### config.mk
export PLATFORM = sky130hd
export DESIGN_NAME = motorized_gate_controller
export DESIGN_NICKNAME = d
export VERILOG_FILES = /design/src/rtl/mgc_pkg.sv /design/src/rtl/motorized_gate_controller.sv /design/src/rtl/mgc_engine.sv
export SDC_FILE = /design/constraint.sdc
export NUM_CORES = 1
export LEC_CHECK = 0
export BUFFER_PORTS_ARGS = -buffer_cell sky130_fd_sc_hd__buf_2
export CORE_MARGIN = 2
export CORE_UTILIZATION = 64
export CTS_CLUSTER_DIAMETER = 80
export CTS_CLUSTER_SIZE = 8
export DETAILED_ROUTE_END_ITERATION = 12
export GPL_ROUTABILITY_DRIVEN = 0
export GPL_TIMING_DRIVEN = 0
export PLACE_DENSITY = 0.89
export SYNTH_ARGS = -nofsm -noshare
export SYNTH_HDL_FRONTEND = slang
export SYNTH_SLANG_ARGS = --single-unit
### constraint.sdc
create_clock -name clk -period 13.32 [get_ports clk]
set_input_delay 2.664 -clock clk [delete_from_list [all_inputs] [get_ports clk]]
set_output_delay 2.664 -clock clk [all_outputs]
set_load 0.005 [all_outputs]
### src/rtl/mgc_pkg.sv
// Package for the motorized gate controller: word types, codes and register map.
package mgc_pkg;

	// Default width of the saturating millisecond counters
	localparam int unsigned TICK_COUNTER_BITS_DEF = 24;

	// Width of the tick-count configuration registers
	localparam int unsigned CFG_TICK_W = 24;

	// Configuration register reset values
	localparam logic                  HAS_LS_RST     = 1'b1;
	localparam logic [CFG_TICK_W-1:0] RUN_TICKS_RST  = 24'd30000;
	localparam logic [CFG_TICK_W-1:0] SETTLE_TICKS_RST = 24'd2000;

	// APB address width and register indexes (byte address 4*index)
	localparam int unsigned PADDR_W = 4;
	localparam logic [1:0] REG_HAS_LS       = 2'd0;
	localparam logic [1:0] REG_RUN_TICKS    = 2'd1;
	localparam logic [1:0] REG_SETTLE_TICKS = 2'd2;

	// Event codes
	typedef enum logic [2:0] {
		OP_TICK  = 3'd0,
		OP_OPEN  = 3'd1,
		OP_CLOSE = 3'd2,
		OP_BOOT  = 3'd3,
		OP_TAKE  = 3'd4
	} op_t;

	// Gate position codes
	typedef enum logic [2:0] {
		POS_UNKNOWN = 3'd0,
		POS_CLOSED  = 3'd1,
		POS_OPEN    = 3'd2,
		POS_OPENING = 3'd3,
		POS_CLOSING = 3'd4
	} pos_t;

	// Stored position codes
	localparam logic [1:0] SP_CLOSED = 2'd1;
	localparam logic [1:0] SP_OPEN   = 2'd2;

	// Request outcome codes
	typedef enum logic [2:0] {
		RES_OK       = 3'd0,
		RES_ESTOP    = 3'd1,
		RES_MOVING   = 3'd2,
		RES_SETTLING = 3'd3,
		RES_ALREADY  = 3'd4
	} res_t;

	// Motor drive direction
	typedef enum logic [1:0] {
		DIR_OFF   = 2'd0,
		DIR_OPEN  = 2'd1,
		DIR_CLOSE = 2'd2
	} dir_t;

	// Input word
	typedef struct packed {
		logic [2:0] op;
		logic       limit_open;
		logic       limit_closed;
		logic       estop_engaged;
		logic [1:0] stored_position;
	} req_word_t;

	// Result word
	typedef struct packed {
		logic [2:0] gate_state;
		logic [2:0] request_result;
		logic       drive_open;
		logic       drive_close;
		logic       persist_write;
		logic [1:0] persist_code;
		logic       changed_flag;
	} rsp_word_t;

	// Configuration handed to the engine
	typedef struct packed {
		logic                  has_limit_switches;
		logic [CFG_TICK_W-1:0] motor_run_ticks;
		logic [CFG_TICK_W-1:0] settle_ticks;
	} cfg_t;

endpackage

### src/rtl/motorized_gate_controller.sv
// Top level of the motorized gate controller: handshake registers and APB registers.
//
// Takes one event word per clock cycle and returns exactly one result word for each.
// An event word is held in the input register after its accepting edge, and its result
// word is loaded into the result register when that register is empty or being taken, at
// which point rsp_valid rises. The input register moves on whenever the result register
// is empty or being taken, so the block accepts a new word in every cycle unless the
// result side stalls. Events are ticks, open/close requests, boot and a changed-flag
// query; registers has_limit_switches (0x0), motor_run_ticks (0x4) and settle_ticks
// (0x8) are written over APB; the user must write them only while idle, which the
// block does not enforce.
module motorized_gate_controller #(
	parameter int unsigned TICK_COUNTER_BITS = mgc_pkg::TICK_COUNTER_BITS_DEF
) (
	input  logic                        clk,
	input  logic                        arst_n,
	input  logic                        req_valid,
	output logic                        req_ready,
	input  mgc_pkg::req_word_t          req_word,
	output logic                        rsp_valid,
	input  logic                        rsp_ready,
	output mgc_pkg::rsp_word_t          rsp_word,
	input  logic                        psel,
	input  logic                        penable,
	input  logic                        pwrite,
	input  logic [mgc_pkg::PADDR_W-1:0] paddr,
	input  logic [31:0]                 pwdata,
	output logic [31:0]                 prdata,
	output logic                        pready
);

	mgc_pkg::req_word_t req_s1;
	logic               req_vld_s1;
	mgc_pkg::rsp_word_t rsp_s2, rsp_n;
	logic               rsp_vld_s2;
	logic               advance;
	mgc_pkg::cfg_t      cfg_q;

	// Move the input register on when the result register frees up
	assign advance   = !rsp_vld_s2 || rsp_ready;
	assign req_ready = !req_vld_s1 || advance;
	assign rsp_valid = rsp_vld_s2;
	assign rsp_word  = rsp_s2;
	assign pready    = 1'b1;

	// Valid flags
	always_ff @(posedge clk or negedge arst_n) begin
		if (!arst_n) begin
			req_vld_s1 <= 1'b0;
			rsp_vld_s2 <= 1'b0;
		end else begin
			if (req_ready) req_vld_s1 <= req_valid;
			if (advance) rsp_vld_s2 <= req_vld_s1;
		end
	end

	// Payload registers
	always_ff @(posedge clk) begin
		if (req_ready && req_valid) req_s1 <= req_word;
		if (advance && req_vld_s1) rsp_s2 <= rsp_n;
	end

	mgc_engine #(
		.TICK_COUNTER_BITS(TICK_COUNTER_BITS)
	) u_engine (
		.clk    (clk),
		.arst_n (arst_n),
		.step   (req_vld_s1 && advance),
		.item   (req_s1),
		.cfg    (cfg_q),
		.result (rsp_n)
	);

	// Configuration writes
	always_ff @(posedge clk or negedge arst_n) begin
		if (!arst_n) begin
			cfg_q.has_limit_switches <= mgc_pkg::HAS_LS_RST;
			cfg_q.motor_run_ticks    <= mgc_pkg::RUN_TICKS_RST;
			cfg_q.settle_ticks       <= mgc_pkg::SETTLE_TICKS_RST;
		end else if (psel && penable && pwrite) begin
			case (paddr[3:2])
				mgc_pkg::REG_HAS_LS:       cfg_q.has_limit_switches <= pwdata[0];
				mgc_pkg::REG_RUN_TICKS:    cfg_q.motor_run_ticks <= pwdata[mgc_pkg::CFG_TICK_W-1:0];
				mgc_pkg::REG_SETTLE_TICKS: cfg_q.settle_ticks <= pwdata[mgc_pkg::CFG_TICK_W-1:0];
				default: begin
				end
			endcase
		end
	end

	// Register read-back
	always_comb begin
		case (paddr[3:2])
			mgc_pkg::REG_HAS_LS:       prdata = {31'd0, cfg_q.has_limit_switches};
			mgc_pkg::REG_RUN_TICKS:    prdata = 32'(cfg_q.motor_run_ticks);
			mgc_pkg::REG_SETTLE_TICKS: prdata = 32'(cfg_q.settle_ticks);
			default:                   prdata = 32'd0;
		endcase
	end

endmodule

### src/rtl/mgc_engine.sv
// Gate controller state registers and the per-word next-state logic.
module mgc_engine #(
	parameter int unsigned TICK_COUNTER_BITS = mgc_pkg::TICK_COUNTER_BITS_DEF
) (
	input  logic               clk,
	input  logic               arst_n,
	input  logic               step,
	input  mgc_pkg::req_word_t item,
	input  mgc_pkg::cfg_t      cfg,
	output mgc_pkg::rsp_word_t result
);

	localparam int unsigned CW = (TICK_COUNTER_BITS > mgc_pkg::CFG_TICK_W) ?
		TICK_COUNTER_BITS : mgc_pkg::CFG_TICK_W;
	localparam logic [TICK_COUNTER_BITS-1:0] CNT_MAX = {TICK_COUNTER_BITS{1'b1}};

	mgc_pkg::pos_t pos_q, pos_n, halt_pos, seen, target;
	mgc_pkg::dir_t dir_q, dir_n;
	mgc_pkg::res_t rr;
	logic est_q, est_n, chg_q, chg_n, ever_q, ever_n;
	logic [TICK_COUNTER_BITS-1:0] run_q, run_n, ss_q, ss_n;
	logic pw, cf, halt, moving, timed_out, want_open;
	logic [1:0] pcode;

	// Position seen on the limit switches: exactly one must be reached
	function automatic mgc_pkg::pos_t seen_pos(input logic lo, input logic lc);
		mgc_pkg::pos_t p;
		p = mgc_pkg::POS_UNKNOWN;
		if (lo && !lc) p = mgc_pkg::POS_OPEN;
		else if (lc && !lo) p = mgc_pkg::POS_CLOSED;
		return p;
	endfunction

	// Next state and result word
	always_comb begin
		pos_n     = pos_q;
		dir_n     = dir_q;
		est_n     = est_q;
		chg_n     = chg_q;
		ever_n    = ever_q;
		run_n     = run_q;
		ss_n      = ss_q;
		rr        = mgc_pkg::RES_OK;
		pw        = 1'b0;
		pcode     = 2'd0;
		cf        = 1'b0;
		halt      = 1'b0;
		halt_pos  = mgc_pkg::POS_UNKNOWN;
		timed_out = 1'b0;
		seen      = seen_pos(item.limit_open, item.limit_closed);
		moving    = (pos_q == mgc_pkg::POS_OPENING) || (pos_q == mgc_pkg::POS_CLOSING);
		want_open = (item.op == mgc_pkg::OP_OPEN);
		target    = want_open ? mgc_pkg::POS_OPEN : mgc_pkg::POS_CLOSED;

		case (item.op)
			mgc_pkg::OP_TICK: begin
				// advance both counters, saturating
				run_n = (run_q == CNT_MAX) ? run_q : run_q + TICK_COUNTER_BITS'(1);
				ss_n  = (ss_q == CNT_MAX) ? ss_q : ss_q + TICK_COUNTER_BITS'(1);
				if (item.estop_engaged != est_q) begin
					est_n = item.estop_engaged;
					chg_n = 1'b1;
				end
				timed_out = (CW'(run_n) >= CW'(cfg.motor_run_ticks)) || (run_n == CNT_MAX);
				if (est_n && (moving || dir_q != mgc_pkg::DIR_OFF)) begin
					halt = 1'b1;
				end else if (!moving) begin
					// idle: follow the limit switches
					dir_n = mgc_pkg::DIR_OFF;
					if (cfg.has_limit_switches && seen != pos_q) begin
						pos_n = seen;
						chg_n = 1'b1;
						pw    = 1'b1;
						pcode = seen[1:0];
					end
				end else if (cfg.has_limit_switches) begin
					if (pos_q == mgc_pkg::POS_OPENING && item.limit_open) begin
						halt     = 1'b1;
						halt_pos = mgc_pkg::POS_OPEN;
					end else if (pos_q == mgc_pkg::POS_CLOSING && item.limit_closed) begin
						halt     = 1'b1;
						halt_pos = mgc_pkg::POS_CLOSED;
					end else if (timed_out) begin
						halt = 1'b1;
					end
				end else if (timed_out) begin
					// no switches: run timeout means arrival
					halt     = 1'b1;
					halt_pos = (pos_q == mgc_pkg::POS_OPENING) ?
						mgc_pkg::POS_OPEN : mgc_pkg::POS_CLOSED;
				end
			end
			mgc_pkg::OP_OPEN, mgc_pkg::OP_CLOSE: begin
				if (est_q) begin
					rr = mgc_pkg::RES_ESTOP;
				end else if (moving) begin
					rr = mgc_pkg::RES_MOVING;
				end else if (ever_q && (CW'(ss_q) < CW'(cfg.settle_ticks)) &&
						(ss_q != CNT_MAX)) begin
					rr = mgc_pkg::RES_SETTLING;
				end else if (pos_q == target) begin
					rr = mgc_pkg::RES_ALREADY;
				end else begin
					// start the motor
					pw    = 1'b1;
					pcode = 2'd0;
					pos_n = want_open ? mgc_pkg::POS_OPENING : mgc_pkg::POS_CLOSING;
					chg_n = 1'b1;
					run_n = '0;
					dir_n = want_open ? mgc_pkg::DIR_OPEN : mgc_pkg::DIR_CLOSE;
				end
			end
			mgc_pkg::OP_BOOT: begin
				dir_n = mgc_pkg::DIR_OFF;
				est_n = item.estop_engaged;
				chg_n = 1'b1;
				if (cfg.has_limit_switches) pos_n = seen;
				else if (item.stored_position == mgc_pkg::SP_CLOSED) pos_n = mgc_pkg::POS_CLOSED;
				else if (item.stored_position == mgc_pkg::SP_OPEN) pos_n = mgc_pkg::POS_OPEN;
				else pos_n = mgc_pkg::POS_UNKNOWN;
			end
			mgc_pkg::OP_TAKE: begin
				cf    = chg_q;
				chg_n = 1'b0;
			end
			default: begin
			end
		endcase

		// stop the motor and record where it stopped
		if (halt) begin
			dir_n  = mgc_pkg::DIR_OFF;
			ss_n   = '0;
			ever_n = 1'b1;
			pw     = 1'b1;
			pcode  = halt_pos[1:0];
			if (halt_pos != pos_q) begin
				pos_n = halt_pos;
				chg_n = 1'b1;
			end
		end

		result.gate_state     = pos_n;
		result.request_result = rr;
		result.drive_open     = (dir_n == mgc_pkg::DIR_OPEN);
		result.drive_close    = (dir_n == mgc_pkg::DIR_CLOSE);
		result.persist_write  = pw;
		result.persist_code   = pcode;
		result.changed_flag   = cf;
	end

	// Commit the state on each processed word
	always_ff @(posedge clk or negedge arst_n) begin
		if (!arst_n) begin
			pos_q  <= mgc_pkg::POS_UNKNOWN;
			dir_q  <= mgc_pkg::DIR_OFF;
			est_q  <= 1'b0;
			chg_q  <= 1'b0;
			ever_q <= 1'b0;
			run_q  <= '0;
			ss_q   <= '0;
		end else if (step) begin
			pos_q  <= pos_n;
			dir_q  <= dir_n;
			est_q  <= est_n;
			chg_q  <= chg_n;
			ever_q <= ever_n;
			run_q  <= run_n;
			ss_q   <= ss_n;
		end
	end

endmodule

After elaboration in Yosys (flattened, before gate mapping)
Cells that the tools add are included.

$add $sub $neg: 2. Multipliers: 0. Div/mod/pow operators: 0. Magnitude comparators: 2. Equality and inequality tests: 25. Shift-type cells: 0. Mux-type cells: 82. Bitwise operators: 1. Reduce and logical (&&, ||, !) cells: 37.

Operators with widths (count): $mux W24 (8); $eq A24 B24 Y1 const B (3); $pmux W24 S3 (1); $mux W3 (19); $add A24 B1 Y24 const B (2); $pmux W24 S2 (1); $mux W2 (19); $mux W1 (29); $ge A24 B24 Y1 (1); $lt A24 B24 Y1 (1); $ne A24 B24 Y1 const B (1); $logic_and A1 B1 Y1 (12); $reduce_and A2 Y1 (5); $eq A3 B2 Y1 const B (3); $pmux W3 S3 (1); $ne A2 B2 Y1 const B (4); $reduce_bool A2 Y1 (4); $eq A2 B1 Y1 const B (3); $eq A2 B2 Y1 const B (3); $eq A3 B3 Y1 const B (2); $pmux W2 S3 (1); $reduce_and A6 Y1 (1); $logic_or A1 B1 Y1 (5); $logic_not A1 Y1 (4); 14 further kinds (16).

Flip-flop bits (word level): 127. Bits in latches: 0. Bits in writable memories: 0. ROM bits: 0. Input port bits: 51. Output and inout port bits: 47. Logic and storage cells: 175. Memories: 0.

Depth between registers and ports, before layout
Gate-level depths: netlist of run 1.

Depth after elaboration: 13. Gate-level depth with buffers: 20. Gate-level depth less buffers: 18.

Hierarchy
Synthesis of run 1 repeated with hierarchy kept, for this count alone.

Cell total of the unflattened synthesis: 911. Area total of the unflattened synthesis: 8565.7 µm².

Modules (own cells, without submodules): mgc_engine (times used 1, cells an instance 733, area each 5650.4 µm², seq. area each 1401.3 µm²); motorized_gate_controller (times used 1, cells an instance 178, area each 2915.3 µm², seq. area each 1894.3 µm²).

Worst setup path before layout of run 1
OpenSTA, ideal clock, no wires.

Path kind: input to output. From: input paddr[3] in the netlist's numbering. To: output prdata[10]. Arrival time: 3.436 ns. Data required time: 10.656 ns. Slack: 7.220 ns. Stages on the path: 4. Path buffers: 2. Cells stage by stage: nor2b_1 -> clkbuf_1 -> clkbuf_1 -> a22o_1.

Cells in the longest elaborated chain, start to end: 2. Elaborated cells on any way between the ends: 4. Those cells by class: eq/ne: 2; mux: 1; reduce/logical: 1.

Ends and longest elaborated chain: start: declaration (RTL line motorized_gate_controller.sv:26) `input logic [mgc_pkg::PADDR_W-1:0] paddr,`; $eq A2 B2 Y1 (tied with other cells) (RTL line motorized_gate_controller.sv:93) `case (paddr[3:2])`; $pmux W24 S3 * (RTL line motorized_gate_controller.sv:93); end: declaration (RTL line motorized_gate_controller.sv:28) `output logic [31:0] prdata,`.

Mark *: on every way between the ends. The rest lies on a longest branch, timed or not.

Worst setup path in the final report of run 1
From: input paddr[3] in the netlist's numbering. To: output prdata[22].

Same word-level chain as after synthesis.

==> results of run 1 <==
==> worst max path at each step <==
stage	from	to	slack, ps
floorplan	paddr[3]	prdata[10]	7220
global placement	paddr[3]	prdata[0]	6580
detailed placement	paddr[3]	prdata[0]	6580
CTS	paddr[3]	prdata[0]	6570
global route	paddr[3]	prdata[0]	6430
finish	paddr[3]	prdata[22]	6520
==> sequential cells by signal (all words and copies together), names as in the netlist, 2 cells and up <==
| signal | count |
|---|---|
| u_engine.run_q | 24 |
| u_engine.dir_q | 2 |
| req_s1 | 8 |
| cfg_q | 49 |
| u_engine.ss_q | 24 |
| rsp_word | 12 |
| u_engine.pos_q | 3 |
==> worst max-delay path, stage by stage <==
cell      delay, ps
buf_2           120
nor2b_1         140
clkbuf_1        250
clkbuf_1        540
a22o_1          290
buf_2           130
==> kinds of logic (layout without fill, tap and decap cells) <==
family | after synthesis | count (layout) | synth area share, %
AND/OR/NAND/NOR | 356 | 356 | 21.2
AO/OA/AOI/OAI | 252 | 252 | 19.6
flip-flops | 127 | 127 | 39.8
buffers and inverters | 124 | 235 | 6.16
adder cells (fa/ha/maj) | 51 | 51 | 7.71
XOR/XNOR | 38 | 38 | 4.11
multiplexers | 11 | 11 | 1.41
other | 2 | 9 | 0.0907
==> power by group <==
| part | total, uW | internal (uW) | switching, uW | leakage, uW |
|---|---|---|---|---|
| sequential | 503 | 463 | 40.0 | 0.00154 |
| clock | 446 | 258 | 188 | 0.000272 |
| combinational | 337 | 126 | 210 | 0.00241 |
| total | 1290 | 847 | 438 | 0.00422 |
==> layout make-up <==
class	instances	share of cell area [%]
multi-input combinational	717	47.4
sequential	127	34.7
clock buffer	17	4.47
timing repair buffer	79	4.42
buffer	62	2.92
inverter	62	2.45
tap	172	2.26
clock inverter	15	1.41
==> metrics by stage <==
step	power (uW)	utilization, %	area, sq um	hold WS (ps)	instances
global route	1350	75.4	9510	548	1251
global placement	816	70.6	8910	470	1218
floorplan	720	-	8310	435	968
detailed placement	829	70.9	8940	489	1219
finish	1290	75.4	9510	498	1251
CTS	1280	75.3	9500	504	1251
==> routing by layer <==
layer	up-vias	wire, um	track usage [%]
met5	-	0	0
met3	120	2130	7.75
li1	3636	-	-
met2	499	10700	55.7
met1	3821	8910	43.0
met4	0	1130	16.7
==> Yosys cell counts, types with 9 or more instances <==
| master | count |
|---|---|
| a211oi_1 | 11 |
| a21oi_1 | 34 |
| a22o_1 | 27 |
| a31oi_1 | 10 |
| and2_1 | 9 |
| buf_4 | 9 |
| clkbuf_1 | 44 |
| dfrtp_1 | 93 |
| dfstp_2 | 14 |
| edfxtp_1 | 20 |
| ha_1 | 51 |
| inv_1 | 61 |
| nand2_1 | 143 |
| nand2b_1 | 11 |
| nand3_1 | 31 |
| nand4_1 | 18 |
| nor2_1 | 60 |
| nor3_1 | 18 |
| nor4_1 | 16 |
| o21ai_0 | 107 |
| o31ai_1 | 11 |
| xnor2_1 | 29 |
==> cell usage in the layout (no fill, tap or decap), types with 27 or more instances in the layout <==
master      n
nand2_1   143
o21ai_0   107
dfrtp_1    93
buf_2      85
inv_1      61
nor2_1     60
ha_1       51
clkbuf_1   44
a21oi_1    34
nand3_1    31
xnor2_1    29
a22o_1     27
==> metrics.md, run 1 <==
| Metric | Value |
|---|---|
| Number of enable flip-flop cells after synthesis | `20` |
| Wirelength, routed | `22,900 um` |
| PwrDens | `135 mW/mm^2` |
| Post-Syn Area | `0.00828 sq mm` |
| Final Max Slew Viols | `0` |
| Post-route ant nets | `0` |
| Number of filler cells placed in the layout | `873` |
| R2r worst-path depth | `19` |
| Post-synthesis register bit count | `127` |
| Clock Skews | `9.50 ps` |
| Pre-antenna DRT Iters | `6` |
| Final setup TNS | `0 ps` |
| Synthesis-to-layout area growth | `14.8%` |
| Final Net Count | `1,168` |
| Routed length per placed instance | `18.3 um` |
| Max_cap viols | `0` |
| # diodes | `0` |
| Min Tclk post-route | `6800 ps` |
| Hold wc startpoint | `req_vld_s1` |
| Biggest area consumer among synthesized cells | `dfrtp_1` |
| Period utilization | `51.0%` |
| CP Launch Type | `primary input` |
| Initial antenna violation count | `0` |
| DR iter-0 viols | `1,193` |
| CTS tree | `yes` |
| Synth Instances | `961` |
| Die X | `118 um` |
| Initial Utilization | `65.6%` |
| CORE AREA | `0.0126 sq mm` |
| Synth area leaders | `dfrtp_1, ha_1, edfxtp_1` |
| Rel. slew slack | `26.2%` |
| CTS Sinks | `127` |
| Vias in the first global route | `7,756` |
| Status | `complete, no violations` |
| Clock transition at the registers of the reported paths | `60 ps` |
| Seq/Total Area, Yosys | `39.8%` |
| Final Hold Viols | `0` |
| Lkg Pwr | `0.00422 uW` |
| Crit Path Max Fanout | `10` |
| Yosys top cell area share | `28.1%` |
| Post-CTS Setup Bufs | `0` |
| Worst-Skew Late Latency | `430 ps` |
| Drt drc | `0` |
| Highest Clock Rate | `0.147 GHz` |
| Final setup margin | `6520 ps` |
| Hold crit path type | `reg -> reg` |
| Unrepaired setup endpoints after global routing | `no` |
| I/O Buffers | `78` |
| Area of the multi-input gates | `0.00451 sq mm` |
| Die Y | `118 um` |
| Most used DFF post-synth | `dfrtp_1` |
| Post-CTS resize count | `0` |
| Asr flop ratio synth | `84.3%` |
| # setup viols final | `0` |
| Post-Syn Area per Cell | `8.62 sq um` |
| Worst VDD drop | `0.000110 V` |
| CTS Buffer Depth | `2` |
| Share of layout cells above drive strength 1 | `14.8%` |
| Register area | `0.00330 sq mm` |
| Crit Path Class | `in -> out` |
| R2R Path Start | `u_engine.run_q[0]` |
| Hold_buf cts | `0` |
| CTS root buf | `clkbuf_16` |
| Hold Path Stages | `1` |
| Ys Warns | `0` |
| Routed vias | `8,076` |
| Reg2reg end | `u_engine.ss_q[12]` |
| Placed wire-length estimate | `16,400 um` |
| Row cnt | `41` |
| First-pass GRT wire length | `37,800 um` |
| Via-per-instance ratio | `6.46` |
| Cell variety after synth | `70` |
| Hold Path Sink | `rsp_valid` |
| R2R setup slack | `7720 ps` |
| # IOs | `98` |
| Die Footprint | `0.0139 sq mm` |
| Largest net degree at the start of global routing | `57` |
| Crit end category | `output port` |
| Post-Place Worst Slack | `6580 ps` |
| Htree depth | `4` |
| All-Layer GR Usage | `34.1%` |
| Required time worst endpoint | `10,660 ps` |
| CTS Buf Count | `17` |
| Remaining Overflow, GRT | `0` |
| Worst-margin pin slew | `1100 ps` |
| Crit path DAT | `4130 ps` |
Note: power is estimated with default switching activity, not from simulation.
==> run 2, diff against run 1 <==
CORE_UTILIZATION = 54   (was 64)
PLACE_DENSITY = 0.81   (was 0.89)
clock period = 6.1 ns   (was 13.32 ns; I/O delays follow)
==> run 2 against run 1 <==
Effect of this change: the flow now finishes with violations (capacitance limit); final cell count rose by 1.3%; critical endpoint is now u_engine.pos_q[0]; sequential share of layout area fell by 0.29 points; die area rose by 18%; cell area rose by 0.84%; critical path type is now reg -> reg; via count fell by 3.7%; combinational power rose by 120%; count of clock-buffer cells in the layout rose by 10.
==> metrics.md, run 2 (same netlist as run 1, synthesis figures left out) <==
| Metric | Value |
|---|---|
| Highest Clock Rate | `0.180 GHz` |
| Hold Path Sink | `u_engine.ever_q` |
| Number of filler cells placed in the layout | `1,262 (+45%)` |
| Clock transition at the registers of the reported paths | `60 ps (about the same)` |
| Htree depth | `4 (unchanged)` |
| Crit path DAT | `5920 ps (+1790 ps)` |
| Die Y | `128 um (+8.6%)` |
| I/O Buffers | `78 (unchanged)` |
| Lkg Pwr | `0.00425 uW (+0.73%)` |
| First-pass GRT wire length | `37,500 um (-0.66%)` |
| Crit end category | `register` |
| Post-CTS resize count | `0 (unchanged)` |
| Share of layout cells above drive strength 1 | `14.6% (-0.28 points)` |
| Final setup TNS | `0 ps (unchanged)` |
| Max_cap viols | `1 (+1)` |
| Cell internal pwr | `1990 uW (+140%)` |
| Leading cell type in the layout, fill and taps excluded | `nand2_1` |
| Hold Path Stages | `1 (unchanged)` |
| Power share of the combinational group | `25.4% (-0.8 points)` |
| Final Max Slew Viols | `0 (unchanged)` |
| # setup viols final | `0 (unchanged)` |
| All-Layer GR Usage | `29.5% (-4.7 points)` |
| CP Launch Type | `register` |
| Routed length per placed instance | `18.4 um (+0.45%)` |
| DP Area | `0.00896 sq mm (+0.22%)` |
| Failing checks | `capacitance limit` |
| Clock Skews | `7.82 ps (-1.68 ps)` |
| Largest net degree at the start of global routing | `57 (unchanged)` |
| PwrDens | `305 mW/mm^2 (+130%)` |
| Crit Path Class | `reg -> reg` |
| Pre-antenna DRT Iters | `8 (+2)` |
| Post-route ant nets | `0 (unchanged)` |
| Worst-Skew Late Latency | `430 ps (about the same)` |
| DR iter-0 viols | `1,192 (-0.084%)` |
| Initial antenna violation count | `0 (unchanged)` |
| R2R Path Start | `u_engine.run_q[0]` |
| Post-CTS Setup Bufs | `0 (unchanged)` |
| Reg2reg end | `u_engine.pos_q[0]` |
| Register area | `0.00330 sq mm (unchanged)` |
| Row cnt | `45 (+9.8%)` |
| Vias in the first global route | `7,459 (-3.8%)` |
| CTS Buf Count | `17 (unchanged)` |
| Routed vias | `7,779 (-3.7%)` |
| Switching Share | `31.8% (-2.3 points)` |
| Hold wc startpoint | `u_engine.ever_q` |
| Area of the multi-input gates | `0.00450 sq mm (-0.14%)` |
| CORE AREA | `0.0151 sq mm (+20%)` |
| Unrepaired setup endpoints after global routing | `no` |
| Period utilization | `90.9%` |
| Final Hold Viols | `0 (unchanged)` |
| Final Instance Area | `0.00959 sq mm (+0.84%)` |
| Via-per-instance ratio | `6.14 (-4.9%)` |
| Drt drc | `0 (unchanged)` |
| Biggest registers after layout | `cfg_q (49), u_engine.run_q (24), u_engine.ss_q (24)` |
| Status | `finished with violations` |
| Max reg flops | `49 (unchanged)` |
| Hold_buf cts | `0 (unchanged)` |
| R2R setup slack | `550 ps (-7170 ps)` |
| Most frequent cells in the layout | `nand2_1, o21ai_0, dfrtp_1` |
| Wirelength, routed | `23,300 um (+1.7%)` |
| Die X | `128 um (+8.6%)` |
| Synthesis-to-layout area growth | `15.8%` |
| Die Footprint | `0.0163 sq mm (+18%)` |
| Total power | `2920 uW (+130%)` |
| Remaining Overflow, GRT | `0 (unchanged)` |
| Rel. slew slack | `1.31% (-25 points)` |
| Required time worst endpoint | `6470 ps (-4190 ps)` |
| CTS Sinks | `127 (unchanged)` |
| Hold crit path type | `reg -> reg` |
| R2r worst-path depth | `19 (unchanged)` |
| Largest reg by FF count | `cfg_q` |
| Crit Path Max Fanout | `10 (unchanged)` |
| Worst-margin pin slew | `1440 ps (+344 ps)` |
| Min Tclk post-route | `5550 ps` |
| # diodes | `0 (unchanged)` |
| CTS Buffer Depth | `2 (unchanged)` |
| Clk network pwr share | `37.1% (+2.4 points)` |
| # IOs | `98 (unchanged)` |
| Final Net Count | `1,168 (unchanged)` |
| P_sw | `928 uW (+110%)` |
| Register share of total power | `37.6% (-1.5 points)` |
| Initial Utilization | `54.9% (-11 points)` |
| Worst VDD drop | `0.000229 V (+110%)` |
| CTS root buf | `clkbuf_16` |
| Placed wire-length estimate | `17,000 um (+3.5%)` |
| CTS tree | `yes` |
-- run 2: cell types whose count changed in the layout (fill, tap and decap cells not counted), moves of 2 or more --
cell,delta
clkinv_4,-3
bufinv_16,+2
clkinv_1,-2
clkbuf_8,+6
inv_4,-2
inv_6,-3
clkbuf_1,+4
-- run 2: worst max-delay path, stage by stage, from the launching register on --
cell and delay [ps]:
dfrtp_1 470, ha_1 290, nand3_1 310, nor4_1 630, and2_1 210, clkbuf_1 330
nor3_1 110, xor2_1 210, ha_1 270, a211o_1 310, a21oi_1 150, o21ai_0 140
a211o_1 300, a211oi_1 250, o21ai_2 120, and3_1 200, clkbuf_1 260, a22o_1 300
o21ai_0 350, mux2_2 230
-- run 2: layout make-up --
class	instances	share of cell area [%]
plain buffers	62	2.90
clock buffers	27	5.45
clock inverters	5	1.07
inverters	62	2.43
multi-input cells	717	46.9
flip-flops and latches	127	34.4
well taps	188	2.45
repair buffers	79	4.38
-- run 2: metrics by stage --
| step | setup WS (ps) | hold WS, ps | cells | util (%) |
|---|---|---|---|---|
| floorplan | 1770 | 435 | 968 | - |
| global placement | 873 | 464 | 1234 | 59.2 |
| detailed placement | 717 | 461 | 1235 | 59.4 |
| CTS | 686 | 482 | 1267 | 63.5 |
| global route | 138 | 508 | 1267 | 63.5 |
| finish | 554 | 480 | 1267 | 63.5 |
-- run 2: worst max-delay path by stage --
| stage | start | endpoint | depth (start not counted) |
|---|---|---|---|
| finish | u_engine.run_q[0] | u_engine.pos_q[0] | 19 |
| global route | u_engine.run_q[0] | u_engine.ss_q[2] | 19 |
| CTS | u_engine.run_q[0] | u_engine.ss_q[8] | 19 |
| detailed placement | u_engine.run_q[0] | u_engine.ss_q[8] | 19 |
| global placement | u_engine.run_q[0] | u_engine.ss_q[6] | 19 |
| floorplan | u_engine.run_q[0] | u_engine.ss_q[2] | 19 |
-- run 2: power groups by stage --
stage	clock [uW]	combinational, uW	sequential, uW
after floorplan	0	486	1080
after global placement	0	692	1100
after detailed placement	0	712	1110
after CTS	1090	725	1100
after global routing	1130	823	1110
final	1080	742	1100
-- run 2: metal layers --
layer / vias up / global-route usage, % / wire (um)
met5: - / 0 / 0
met4: 0 / 11.0 / 634
met3: 73 / 5.63 / 1720
met2: 404 / 48.4 / 11200
met1: 3665 / 38.9 / 9680
li1: 3637 / - / -
